==> src/rtl/interval_diff_encoder_unit_defines.svh <==
// assertion macros for the interval diff encoder
`ifndef INTERVAL_DIFF_ENCODER_UNIT_DEFINES_SVH
`define INTERVAL_DIFF_ENCODER_UNIT_DEFINES_SVH
`ifndef SYNTHESIS
// checked only out of reset
`define IDE_ASSERT(lbl, prop, msg) \
  lbl: assert property (@(posedge clk_i) disable iff (!rst_ni) prop) else $error(msg);
// checked on every edge, reset included
`define IDE_ASSERT_ALWAYS(lbl, prop, msg) \
  lbl: assert property (@(posedge clk_i) prop) else $error(msg);
`else
`define IDE_ASSERT(lbl, prop, msg)
`define IDE_ASSERT_ALWAYS(lbl, prop, msg)
`endif
`endif

==> src/rtl/ide_pkg.sv <==
`default_nettype none

package ide_pkg;

  localparam int IDE_INDEX_BITS   = 24;
  localparam int IDE_GROUP_WORDS  = 4;
  localparam int IDE_WORD_W       = 64;
  localparam int IDE_ADDR_W       = 24;
  localparam int IDE_WIN_W        = 16;
  localparam int IDE_START_W      = 24;
  localparam int IDE_TRAIL_W      = 17;
  localparam int IDE_CFG_IDX_W    = 2;
  localparam int IDE_CFG_DATA_W   = 32;
  localparam int IDE_WINDOW_RESET = 16;

  typedef enum logic [2:0] {
    TGT_DIFF      = 3'd0,
    TGT_HDR_START = 3'd1,
    TGT_HDR_END   = 3'd2,
    TGT_OLD       = 3'd3,
    TGT_DONE      = 3'd4
  } ide_target_e;

  typedef enum logic [IDE_CFG_IDX_W-1:0] {
    CFG_WINDOW_SIZE = 2'd0,
    CFG_START_INDEX = 2'd1
  } ide_cfg_e;

  // result phases in emission order
  typedef enum logic [2:0] {
    PH_OLD_A = 3'd0,
    PH_DIFF  = 3'd1,
    PH_OLD_B = 3'd2,
    PH_START = 3'd3,
    PH_END   = 3'd4,
    PH_DONE  = 3'd5
  } ide_phase_e;

  localparam int IDE_PH_NUM = 6;

  typedef struct packed {
    logic [IDE_WORD_W-1:0] new_word0;
    logic [IDE_WORD_W-1:0] new_word1;
    logic [IDE_WORD_W-1:0] new_word2;
    logic [IDE_WORD_W-1:0] new_word3;
    logic [IDE_WORD_W-1:0] old_word0;
    logic [IDE_WORD_W-1:0] old_word1;
    logic [IDE_WORD_W-1:0] old_word2;
    logic [IDE_WORD_W-1:0] old_word3;
    logic                  final_group;
  } ide_in_t;

  typedef struct packed {
    ide_target_e           target;
    logic [IDE_ADDR_W-1:0] address;
    logic [IDE_WORD_W-1:0] payload;
    logic                  last_of_item;
  } ide_out_t;

endpackage

`default_nettype wire

==> src/rtl/interval_diff_encoder_unit.sv <==
// interval diff encoder: one group of four word pairs in, up to eleven addressed writes out
// path: an accepted group passes the input register, then the plan register, then the output register
// throughput: one result per cycle while the output is not stalled, so a group with n results (1 to 11)
//   holds the plan register until its last result is emitted; a group with none leaves the input register without it
// reset: async active low, clears run state, loads window_size 16 and start_index 0
`default_nettype none
`include "interval_diff_encoder_unit_defines.svh"

module interval_diff_encoder_unit
  import ide_pkg::*;
#(
  parameter int INDEX_BITS = IDE_INDEX_BITS
) (
  input  wire logic                      clk_i,
  input  wire logic                      rst_ni,
  // configuration writes
  input  wire logic                      cfg_valid_i,
  output      logic                      cfg_ready_o,
  input  wire logic [IDE_CFG_IDX_W-1:0]  cfg_index_i,
  input  wire logic [IDE_CFG_DATA_W-1:0] cfg_data_i,
  // group items
  input  wire logic                      in_valid_i,
  output      logic                      in_ready_o,
  input  wire ide_in_t                   in_data_i,
  // result items
  output      logic                      out_valid_o,
  input  wire logic                      out_ready_i,
  output      ide_out_t                  out_data_o
);

  localparam int IB = INDEX_BITS;

  // configuration registers
  logic [IDE_WIN_W-1:0]   window_size_q;
  logic [IDE_START_W-1:0] start_index_q;

  // run state
  logic                   copy_mode_q, copy_mode_d;
  logic [IB-1:0]          group_index_q, group_index_d;
  logic [IB-1:0]          write_pointer_q, write_pointer_d;
  logic [IB-1:0]          header_pointer_q, header_pointer_d;
  logic [IDE_TRAIL_W-1:0] trailing_equal_q, trailing_equal_d;

  // input register
  logic    a_valid_q;
  ide_in_t a_data_q;

  // plan register: what the group emits, walked one result per cycle while the output is not stalled
  logic                  b_valid_q;
  logic [IDE_PH_NUM-1:0] b_en_q, en_d;
  logic [IDE_WORD_W-1:0] b_word_q [IDE_GROUP_WORDS];
  logic [IB-1:0]         b_g_q;
  logic [IB-1:0]         b_diff_base_q, diff_base_d;
  logic [1:0]            b_diff_first_q, diff_first_d;
  logic [IB-1:0]         b_hp_q, hp_plan_d;
  logic [IB-1:0]         b_start_val_q, start_val_d;
  logic [IB-1:0]         b_end_val_q, end_val_d;
  logic [IB-1:0]         b_done_val_q, done_val_d;

  // result sequencer
  ide_phase_e ph_q, ph_d;
  logic [1:0] sub_q, sub_d;

  // output register
  logic     out_valid_q;
  ide_out_t out_data_q;

  // handshake glue
  logic step_adv, phase_end, nxt_found, last_step, b_done, plan_avail, a_move, has_res;
  ide_phase_e nxt_ph, first_ph;
  ide_out_t   emit;

  assign cfg_ready_o = 1'b1;   // the user must write only while idle; the block does not enforce this
  assign out_valid_o = out_valid_q;
  assign out_data_o  = out_data_q;

  assign step_adv   = b_valid_q && (!out_valid_q || out_ready_i);
  assign last_step  = phase_end && !nxt_found;
  assign b_done     = step_adv && last_step;
  assign plan_avail = !b_valid_q || b_done;
  assign a_move     = a_valid_q && plan_avail;
  assign in_ready_o = !a_valid_q || a_move;
  assign has_res    = |en_d;

  // ---------------------------------------------------------------------------
  // group evaluation: compare words, decide the run action, plan the results
  // ---------------------------------------------------------------------------
  always_comb begin
    logic [IDE_WORD_W-1:0]  nw [IDE_GROUP_WORDS];
    logic [IDE_WORD_W-1:0]  ow [IDE_GROUP_WORDS];
    logic [IDE_GROUP_WORDS-1:0] eq;
    logic                   any_diff;
    logic [1:0]             first;
    logic [2:0]             top;
    logic [IB-1:0]          g4;
    logic [IB-1:0]          wp_end;
    logic [IB-1:0]          tr_ib;
    logic [IDE_TRAIL_W-1:0] tr;
    logic                   close;
    logic                   fin;

    nw[0] = a_data_q.new_word0;
    nw[1] = a_data_q.new_word1;
    nw[2] = a_data_q.new_word2;
    nw[3] = a_data_q.new_word3;
    ow[0] = a_data_q.old_word0;
    ow[1] = a_data_q.old_word1;
    ow[2] = a_data_q.old_word2;
    ow[3] = a_data_q.old_word3;
    fin   = a_data_q.final_group;

    for (int z = 0; z < IDE_GROUP_WORDS; z++) begin
      eq[z] = (nw[z] == ow[z]);
    end
    any_diff = !(&eq);

    // lowest changed word
    first = 2'd0;
    for (int z = IDE_GROUP_WORDS - 1; z >= 0; z--) begin
      if (!eq[z]) begin
        first = 2'(z);
      end
    end

    // equal words counted down from the top of the group
    if (!eq[3])      top = 3'd0;
    else if (!eq[2]) top = 3'd1;
    else if (!eq[1]) top = 3'd2;
    else if (!eq[0]) top = 3'd3;
    else             top = 3'd4;

    g4     = IB'(group_index_q + IB'(IDE_GROUP_WORDS));
    wp_end = IB'(write_pointer_q + IB'(1) + IB'(3'd4 - {1'b0, first}));
    tr     = (&eq) ? IDE_TRAIL_W'(trailing_equal_q + IDE_TRAIL_W'(IDE_GROUP_WORDS))
                   : IDE_TRAIL_W'(top);
    tr_ib  = IB'(tr);
    close  = tr > IDE_TRAIL_W'(window_size_q);

    // defaults: state holds, nothing to emit
    copy_mode_d      = copy_mode_q;
    group_index_d    = group_index_q;
    write_pointer_d  = write_pointer_q;
    header_pointer_d = header_pointer_q;
    trailing_equal_d = trailing_equal_q;
    en_d             = '0;
    diff_base_d      = write_pointer_q;
    diff_first_d     = 2'd0;
    hp_plan_d        = header_pointer_q;
    start_val_d      = IB'(group_index_q + IB'(first));
    end_val_d        = g4;
    done_val_d       = write_pointer_q;

    if (!copy_mode_q) begin
      if (!any_diff) begin
        // unchanged group while scanning
        group_index_d = g4;
        if (fin) begin
          en_d[PH_DONE] = 1'b1;
        end
      end else begin
        // open a run: header word reserved at the current pointer
        en_d[PH_OLD_A] = 1'b1;
        en_d[PH_DIFF]  = 1'b1;
        en_d[PH_START] = 1'b1;
        hp_plan_d      = write_pointer_q;
        diff_base_d    = IB'(write_pointer_q + IB'(1));
        diff_first_d   = first;
        done_val_d     = wp_end;
        if (fin) begin
          en_d[PH_END]  = 1'b1;
          en_d[PH_DONE] = 1'b1;
        end else begin
          copy_mode_d      = 1'b1;
          group_index_d    = g4;
          header_pointer_d = write_pointer_q;
          write_pointer_d  = wp_end;
          trailing_equal_d = IDE_TRAIL_W'(top);
        end
      end
    end else begin
      // inside a run: whole group goes to the diff store
      en_d[PH_DIFF]  = 1'b1;
      en_d[PH_OLD_B] = !close;
      en_d[PH_END]   = close || fin;
      en_d[PH_DONE]  = fin;
      end_val_d      = IB'(g4 - tr_ib);
      if (close || fin) begin
        done_val_d = IB'(write_pointer_q + IB'(IDE_GROUP_WORDS) - tr_ib);
      end else begin
        done_val_d = IB'(write_pointer_q + IB'(IDE_GROUP_WORDS));
      end
      if (!fin) begin
        copy_mode_d      = !close;
        group_index_d    = g4;
        write_pointer_d  = done_val_d;
        trailing_equal_d = close ? '0 : tr;
      end
    end

    // buffer finished: rearm for the next one
    if (fin) begin
      copy_mode_d      = 1'b0;
      group_index_d    = IB'(start_index_q);
      write_pointer_d  = '0;
      header_pointer_d = '0;
      trailing_equal_d = '0;
    end
  end

  // first phase of a freshly loaded plan
  always_comb begin
    first_ph = PH_DONE;
    for (int i = IDE_PH_NUM - 1; i >= 0; i--) begin
      if (en_d[i]) begin
        first_ph = ide_phase_e'(3'(i));
      end
    end
  end

  // ---------------------------------------------------------------------------
  // result sequencer: next state
  // ---------------------------------------------------------------------------
  always_comb begin
    nxt_found = 1'b0;
    nxt_ph    = PH_DONE;
    for (int i = IDE_PH_NUM - 1; i >= 0; i--) begin
      if (b_en_q[i] && (i > int'(ph_q))) begin
        nxt_found = 1'b1;
        nxt_ph    = ide_phase_e'(3'(i));
      end
    end

    unique case (ph_q)
      PH_OLD_A, PH_DIFF, PH_OLD_B: phase_end = (sub_q == 2'd3);
      PH_START, PH_END, PH_DONE:   phase_end = 1'b1;
      default:                     phase_end = 1'b1;
    endcase

    ph_d  = ph_q;
    sub_d = sub_q;
    if (a_move && has_res) begin
      ph_d  = first_ph;
      sub_d = (first_ph == PH_DIFF) ? diff_first_d : 2'd0;
    end else if (step_adv) begin
      if (phase_end) begin
        ph_d  = nxt_ph;
        sub_d = (nxt_ph == PH_DIFF) ? b_diff_first_q : 2'd0;
      end else begin
        sub_d = 2'(sub_q + 2'd1);
      end
    end
  end

  always_ff @(posedge clk_i or negedge rst_ni) begin
    if (!rst_ni) begin
      ph_q  <= PH_OLD_A;
      sub_q <= 2'd0;
    end else begin
      ph_q  <= ph_d;
      sub_q <= sub_d;
    end
  end

  // current result from the plan and the step
  always_comb begin
    logic [1:0] off;
    off          = 2'(sub_q - b_diff_first_q);
    emit         = '0;
    emit.payload = b_word_q[sub_q];
    unique case (ph_q)
      PH_OLD_A, PH_OLD_B: begin
        emit.target  = TGT_OLD;
        emit.address = IDE_ADDR_W'(IB'(b_g_q + IB'(sub_q)));
      end
      PH_DIFF: begin
        emit.target  = TGT_DIFF;
        emit.address = IDE_ADDR_W'(IB'(b_diff_base_q + IB'(off)));
      end
      PH_START: begin
        emit.target  = TGT_HDR_START;
        emit.address = IDE_ADDR_W'(b_hp_q);
        emit.payload = IDE_WORD_W'(b_start_val_q);
      end
      PH_END: begin
        emit.target  = TGT_HDR_END;
        emit.address = IDE_ADDR_W'(b_hp_q);
        emit.payload = IDE_WORD_W'(b_end_val_q);
      end
      PH_DONE: begin
        emit.target  = TGT_DONE;
        emit.address = '0;
        emit.payload = IDE_WORD_W'(b_done_val_q);
      end
      default: begin
        emit.target = TGT_DONE;
      end
    endcase
    emit.last_of_item = last_step;
  end

  // ---------------------------------------------------------------------------
  // control registers
  // ---------------------------------------------------------------------------
  always_ff @(posedge clk_i or negedge rst_ni) begin
    if (!rst_ni) begin
      window_size_q    <= IDE_WIN_W'(IDE_WINDOW_RESET);
      start_index_q    <= '0;
      copy_mode_q      <= 1'b0;
      group_index_q    <= '0;
      write_pointer_q  <= '0;
      header_pointer_q <= '0;
      trailing_equal_q <= '0;
      a_valid_q        <= 1'b0;
      b_valid_q        <= 1'b0;
      b_en_q           <= '0;
      out_valid_q      <= 1'b0;
    end else begin
      if (in_valid_i && in_ready_o) begin
        a_valid_q <= 1'b1;
      end else if (a_move) begin
        a_valid_q <= 1'b0;
      end

      if (a_move) begin
        copy_mode_q      <= copy_mode_d;
        group_index_q    <= group_index_d;
        write_pointer_q  <= write_pointer_d;
        header_pointer_q <= header_pointer_d;
        trailing_equal_q <= trailing_equal_d;
        b_valid_q        <= has_res;
        b_en_q           <= en_d;
      end else if (b_done) begin
        b_valid_q <= 1'b0;
      end

      if (step_adv) begin
        out_valid_q <= 1'b1;
      end else if (out_ready_i) begin
        out_valid_q <= 1'b0;
      end

      // a start index write also reloads the group index
      if (cfg_valid_i) begin
        case (cfg_index_i)
          CFG_WINDOW_SIZE: window_size_q <= cfg_data_i[IDE_WIN_W-1:0];
          CFG_START_INDEX: begin
            start_index_q <= cfg_data_i[IDE_START_W-1:0];
            group_index_q <= IB'(cfg_data_i[IDE_START_W-1:0]);
          end
          default: ;
        endcase
      end
    end
  end

  // ---------------------------------------------------------------------------
  // payload registers
  // ---------------------------------------------------------------------------
  always_ff @(posedge clk_i) begin
    if (in_valid_i && in_ready_o) begin
      a_data_q <= in_data_i;
    end
    if (a_move && has_res) begin
      b_word_q[0]    <= a_data_q.new_word0;
      b_word_q[1]    <= a_data_q.new_word1;
      b_word_q[2]    <= a_data_q.new_word2;
      b_word_q[3]    <= a_data_q.new_word3;
      b_g_q          <= group_index_q;
      b_diff_base_q  <= diff_base_d;
      b_diff_first_q <= diff_first_d;
      b_hp_q         <= hp_plan_d;
      b_start_val_q  <= start_val_d;
      b_end_val_q    <= end_val_d;
      b_done_val_q   <= done_val_d;
    end
    if (step_adv) begin
      out_data_q <= emit;
    end
  end

  // ---------------------------------------------------------------------------
  // assertions
  // ---------------------------------------------------------------------------
  `IDE_ASSERT(a_plan_phase_on, b_valid_q |-> b_en_q[ph_q], "sequencer in a disabled phase")
  `IDE_ASSERT(a_diff_step, b_valid_q && ph_q == PH_DIFF |-> sub_q >= b_diff_first_q, "diff step low")
  `IDE_ASSERT(a_done_last, out_valid_o && out_data_o.target == TGT_DONE |-> out_data_o.last_of_item, "done not last")
  `IDE_ASSERT_ALWAYS(a_reset_idle, !rst_ni |=> !out_valid_o, "result valid right after reset")

endmodule

`default_nettype wire
==> config.mk <==
export PLATFORM = sky130hd
export DESIGN_NAME = interval_diff_encoder_unit
export DESIGN_NICKNAME = d
export VERILOG_FILES = /design/src/rtl/ide_pkg.sv /design/src/rtl/interval_diff_encoder_unit.sv
export VERILOG_INCLUDE_DIRS = /design/src /design/src/rtl
export SDC_FILE = /design/constraint.sdc
export NUM_CORES = 2
export LEC_CHECK = 0
export BUFFER_PORTS_ARGS = -buffer_cell sky130_fd_sc_hd__buf_2
export CAP_MARGIN = 20
export CORE_MARGIN = 2
export CORE_UTILIZATION = 30
export DETAILED_ROUTE_END_ITERATION = 10
export GPL_TIMING_DRIVEN = 0
export PLACE_DENSITY = 0.5
export SYNTH_ARGS = -nofsm -noshare
export SYNTH_HDL_FRONTEND = slang
export SYNTH_SLANG_ARGS = --single-unit
==> constraint.sdc <==
create_clock -name clk_i -period 18.5 [get_ports clk_i]
set_clock_uncertainty 0.15 [all_clocks]
set_input_delay 0.925 -clock clk_i [delete_from_list [all_inputs] [get_ports clk_i]]
set_output_delay 0.925 -clock clk_i [all_outputs]
set_load 0.005 [all_outputs]
Yosys cells after proc, flatten, opt, wreduce, memory -nomap -nowiden --
Memories as Yosys holds them, arrays and structs flattened. Cells that the tools add are included.
Operators by class: $add $sub $neg 13, order comparisons 6, equal/unequal tests 14, multiplexer cells 76, reductions and logical operators 36
Operator list (count):
- two-way mux 24 bit | 14
- equality test 64 bit | 4
- case mux 64 bit (3 select lines) | 1
- two-way mux 17 bit | 5
- adder 24 x 2 -> 24 bit | 3
- case mux 24 bit (3 select lines) | 1
- adder 24 x 3 -> 24 bit, second input constant | 2
- subtractor 24 x 17 -> 24 bit | 2
- two-way mux 3 bit | 14
- two-way mux 2 bit | 15
- two-way mux 1 bit | 25
- adder 24 x 1 -> 24 bit, second input constant | 1
- adder 24 bit | 1
- adder 17 x 3 -> 17 bit, second input constant | 1
- > comparator 17 x 16 -> 1 bit | 1
- case mux 3 bit (4 select lines) | 1
- logical AND 1 bit | 11
- nonzero test 2 bit | 5
- equality test 3 x 1 -> 1 bit, second input constant | 3
- AND reduction 2 bit | 4
- equality test 3 x 2 -> 1 bit, second input constant | 2
- equality test 3 bit, second input constant | 2
- > comparator 2 x 3 -> 1 bit, first input constant | 2
- > comparator 3 bit, first input constant | 2
- 15 further kinds | 23
Word-level totals: bits in registers 895, RAM bits 256, input port bits 552, output and inout port bits 95, logic and storage cells 179, memories kept 1
Memories:
- b_word_q | depth 4, bits a word 64, read ports 1, clocked after memory_dff 0, wr ports 4, line interval_diff_encoder_unit.sv:51 | logic [IDE_WORD_W-1:0] b_word_q [IDE_GROUP_WORDS];

Depth between registers and ports, before layout --
depth in word-level cells 17, depth in mapped cells 22, gate-level depth less buffers 19

Worst setup path before layout --
OpenSTA, ideal clock, no wires.
kind input port to flip-flop, start point in out_ready_i, end point reg a_data_q[0] (netlist name), enable pin, setup time 0.945 ns, data arrival time 13.163 ns, data required time 17.405 ns, setup slack 4.242 ns, cell stages on the path 5, path buffers 0, cell sequence nor2b_1 o31ai_1 inv_1 nand2_1 and2_1
On the way: longest elaborated chain between the ends 7
RTL lines:
- from (decl) | line interval_diff_encoder_unit.sv:27 | input wire logic out_ready_i,
- logical OR 1 bit | line interval_diff_encoder_unit.sv:77 | assign step_adv = b_valid_q && (!out_valid_q || out_ready_i);
- logical AND 1 bit | line interval_diff_encoder_unit.sv:77
- logical AND 1 bit | line interval_diff_encoder_unit.sv:79 | assign b_done = step_adv && last_step;
- logical OR 1 bit | line interval_diff_encoder_unit.sv:80 | assign plan_avail = !b_valid_q || b_done;
- logical AND 1 bit | line interval_diff_encoder_unit.sv:81 | assign a_move = a_valid_q && plan_avail;
- logical OR 1 bit | line interval_diff_encoder_unit.sv:82 | assign in_ready_o = !a_valid_q || a_move;
- via in_ready_o | line interval_diff_encoder_unit.sv:23 | output logic in_ready_o,
- logical AND 1 bit | line interval_diff_encoder_unit.sv:360 | if (in_valid_i && in_ready_o) begin
- to (signal assigned) | line interval_diff_encoder_unit.sv:361 | a_data_q <= in_data_i;
- to (decl) | line interval_diff_encoder_unit.sv:46 | ide_in_t a_data_q;
The timed path passes the listed nets, and every way through them passes these cells. A chain may end at the register's enable or synchronous reset.

Worst setup path after layout --
start point reg a_data_q[401] (netlist name), end point reg b_done_val_q[22], data pin
On the way: longest elaborated chain between the ends 9, elaborated cells on any way between the ends 16, those cells by class add/sub: 3; order compare: 1; eq/ne: 1; mux: 9; reduce/logical: 2
RTL lines:
- equality test 64 bit * | line interval_diff_encoder_unit.sv:113 | eq[z] = (nw[z] == ow[z]);
- branches (longest 7 deep; another with adder 24 bit)
- two-way mux 24 bit *
- via done_val_d[22] | line interval_diff_encoder_unit.sv:58 | logic [IB-1:0] b_done_val_q, done_val_d;
- to (signal assigned) | line interval_diff_encoder_unit.sv:374 | b_done_val_q <= done_val_d;
- to (decl) | line interval_diff_encoder_unit.sv:58
Mark *: on every way through the listed nets, which the timed path passes.

==> results.yml <==
synth:
  synth_fp_nets: 4068
  async_flop_share_pct: 12.4
  synth-seq-cells: 1150
  ys_seq_area_share_pct: 68.4
  syn_inst: 3444
  syn_area_um2: 49400
  synthTopCellsByArea: "edfxtp_1 (61%), dfrtp_1 (7.2%), xnor2_1 (5.2%), mux4_2 (2.9%), xor2_1 (2.7%)"
  synth_edf_count: 1007
  synthDistinctLibCells: 88
  avgSynthCellArea_um2: 14.3
  yosysTopAreaCell: "edfxtp_1"
  yosys_warnings: 0
  ys.flop_type: "edfxtp_1"
  netlist.area_leader.share_pct: 61.2
worst_setup_path:
  worstPathMaxFanout: 10
  rrSetupSlack_ns: 10.45
  worstPathCellList: "xor2_1, nor4_1, nand4_1, nor4_4, nand4_1, clkbuf_1, clkbuf_1, nor2_1, inv_1, ha_1, a211oi_1, o21ai_0, a31oi_1, o31ai_1, a211oi_1, nor3b_1, mux2i_1, nand2_1"
  slowest_stage: "a211oi_1"
  worst-path-buf-inv: 3
  arrival_ns: 8.37
  cp-start-kind: "flip-flop"
  critical-path-top-delay-family: "simple AND/OR/NAND/NOR gates"
  setup.worst_path.end_class: "flip-flop"
  crit_required_ns: 18.82
  critPathMaxStageDelay_ns: 0.76
  critPathKind: "flip-flop to flip-flop"
floorplanning:
  std_cell_rows: 148
  fp.dieW_um: 410
  core_area_um2: 163000
  start_util_pct: 30.3
  pin_count: 647
  die_h_um: 410
  die_area_um2: 168000
layout:
  syn_to_final_growth_pct: 22.4
  nNetsFinal: 4876
  layout.cells.non_filler: 6570
  drive_above_1_share_pct: 22.8
  nFillCells: 15700
clock_tree:
  clock-sinks: 1150
  cts_buffer_depth: 3
  cts_tree: "built"
  clockRootBuffer: "clkbuf_16"
  clk_latency_ns: 0.79
  post_cts_buffers: 0
  clk_pin_slew_ns: 0.06
  numCtsBuffers: 137
  htreeDepth: 4
sta:
  finalHoldViolations: 0
  fin_crit_ns: 8.05
  rsz0062_at_grt: "false"
  worstMarginPinSlew_ns: 1.05
  fmax_ghz: 0.124
  relSlewSlack_pct: 29.3
  finalCritPeriodShare_pct: 43.5
  setup_viol: 0
  drv_slew: 0
  whs_ns: 0.155
  setup_tns_ns: 0
  setup_ws_ns: 10.45
power_and_ir_drop:
  seqPwrFrac_pct: 41.8
  p_sw_mw: 4.04
  power.leakage_nw: 22.4
  irDropWorstVdd_mv: 0.150
  power.clock.fraction_pct: 24.9
  swShare_pct: 37.5
  combPwrFrac_pct: 33.2
  cellPowerDensity_nw_per_um2: 178
  p_int_mw: 6.74
routing:
  ant_nets: 0
  via_count: 32400
  drc_errors: 0
  first_pass_iters: 5
  drtIter0Drc: 3226
  wirelength_um: 189000
  vias_per_cell: 4.93
  wire_per_inst_um: 28.7
placed_design:
  dp_hpwl_um: 149000
  place_inst: 6286
  place_ws_ns: 10.49
  port_buffers: 637
  globalplace.congestion: 0.908
grt:
  antenna_found_initial: 109
  grt_pass1_vias: 32600
  gr-total-overflow: 0
  grt_pass1_wl_um: 257000
  grt_max_degree: 111
  track_usage_pct: 22.2
hold_path:
  hold_class: "primary input to flip-flop"
status:
  status: "completed"
flow_run:
  maxCapViolations: 0
-- power groups by stage --
stage | combinational [mW] | clock (mW) | sequential (mW)
detailed placement | 3.59 | 0 | 4.57
CTS | 3.61 | 2.74 | 4.53
floorplan | 2.01 | 0 | 4.66
global placement | 3.45 | 0 | 5.11
finish | 3.58 | 2.69 | 4.51
global route | 3.85 | 2.84 | 4.59
-- layer usage --
layer  track usage [%]  routed length [um]
met5                 0                 627
met1              26.6               72900
met3              5.89               13900
met2              38.9               95100
met4              6.78                6230
-- repair_timing --
item                                    CTS  global route
hold buffers                              1             0
endpoints found under the setup margin    0             0
endpoints found under the hold margin    26             0
resized for setup                         0             0
-- synth_stat cells, types with 9 or more instances --
cell and instances:
nor4_1 35, clkbuf_1 106, and4_1 13, ha_1 66, mux2i_1 58, nand2_1 309
nor3_1 37, xor2_1 154, dfrtp_1 142, a21oi_1 126, a21o_1 26, edfxtp_1 1007
nand2b_1 9, and3_1 37, buf_1 17, a22o_1 54, mux4_2 64, xnor2_1 296
inv_1 74, a211oi_1 11, nor2b_1 56, nand4_1 91, o21ai_0 127, a22oi_1 29
or3_1 35, buf_2 20, and2_1 18, nor2_1 207, o22ai_1 13, o31ai_1 11
a31oi_1 10, o21a_1 10, nand3_1 57
-- cell usage in the layout (no fill, tap or decap), types with 35 or more instances in the layout --
cell and count:
ha_1 66, mux2i_1 58, nand3_1 57, and3_1 37, inv_1 72, xor2_1 154
mux4_2 64, buf_2 667, clkbuf_16 139, o21ai_0 127, xnor2_1 296, or3_1 35
a21oi_1 126, nand2_1 309, diode_2 36, clkbuf_1 133, dfrtp_1 142, nand4_1 91
nor2_1 207, nor2b_1 56, nor3_1 37, a22o_1 54, edfxtp_1 1007
-- stage by stage --
stage          instance area [um^2]  util, %  power (mW)
2_1_floorplan                 49400        -        6.67
3_3_place_gp                  55300     33.9        8.56
3_5_place_dp                  55900     34.3        8.16
4_1_cts                       60400     37.0        10.9
5_1_grt                       60400     37.0        11.3
6_report                      60500     37.1        10.8
-- area by class of cell --
class                           instances  area, um^2  area share [%]
Timing Repair Buffer                  669        3770            6.24
Tap cell                             2175        2720            4.50
Buffer                                152         642            1.06
Antenna cell                           36        90.1           0.149
Sequential cell                      1150       33800            55.9
Clock buffer                          170        3620            5.99
Multi-Input combinational cell       2067       14700            24.3
Inverter                               75         294           0.486
Clock inverter                         76         810            1.34
-- registers in the layout, summed over array words and instances, names as in the netlist, 3 cells and up --
name              cells
a_data_q            513
b_diff_base_q        24
b_done_val_q         24
b_en_q                5
b_end_val_q          24
b_g_q                24
b_hp_q               24
b_start_val_q        24
b_word_q            256
group_index_q        24
header_pointer_q     24
out_data_o           92
ph_q                  3
start_index_q        24
trailing_equal_q     17
window_size_q        16
write_pointer_q      24
-- kinds of logic (layout without fill, tap and decap cells) --
family | Yosys count | in the layout | share of synthesized area [%]
compound gates | 480 | 480 | 6.28
buf+inv | 227 | 1142 | 1.85
simple gates | 936 | 936 | 9.29
flops | 1150 | 1150 | 68.4
mux | 125 | 125 | 4.16
xor+xnor | 451 | 451 | 8.01
other cells | 1 | 37 | 0.00759
fa+ha+maj | 74 | 74 | 1.95
-- worst paths after layout --
check,end,cells after the start,startpoint
max,b_done_val_q[22]$_DFFE_PN_,18,a_data_q[401]$_DFFE_PP_
min,a_data_q[194]$_DFFE_PP_,1,in_data_i[194]
max reg2reg,b_done_val_q[22]$_DFFE_PN_,18,a_data_q[401]$_DFFE_PP_
min reg2reg,b_word_q[2][43]$_DFFE_PN_,0,a_data_q[364]$_DFFE_PP_
max in group asynchronous,write_pointer_q[12]$_DFFE_PN0P_,3,rst_ni
min in group asynchronous,b_valid_q$_DFFE_PN0P_,2,rst_ni
Note: power is estimated with default switching activity, not from simulation.
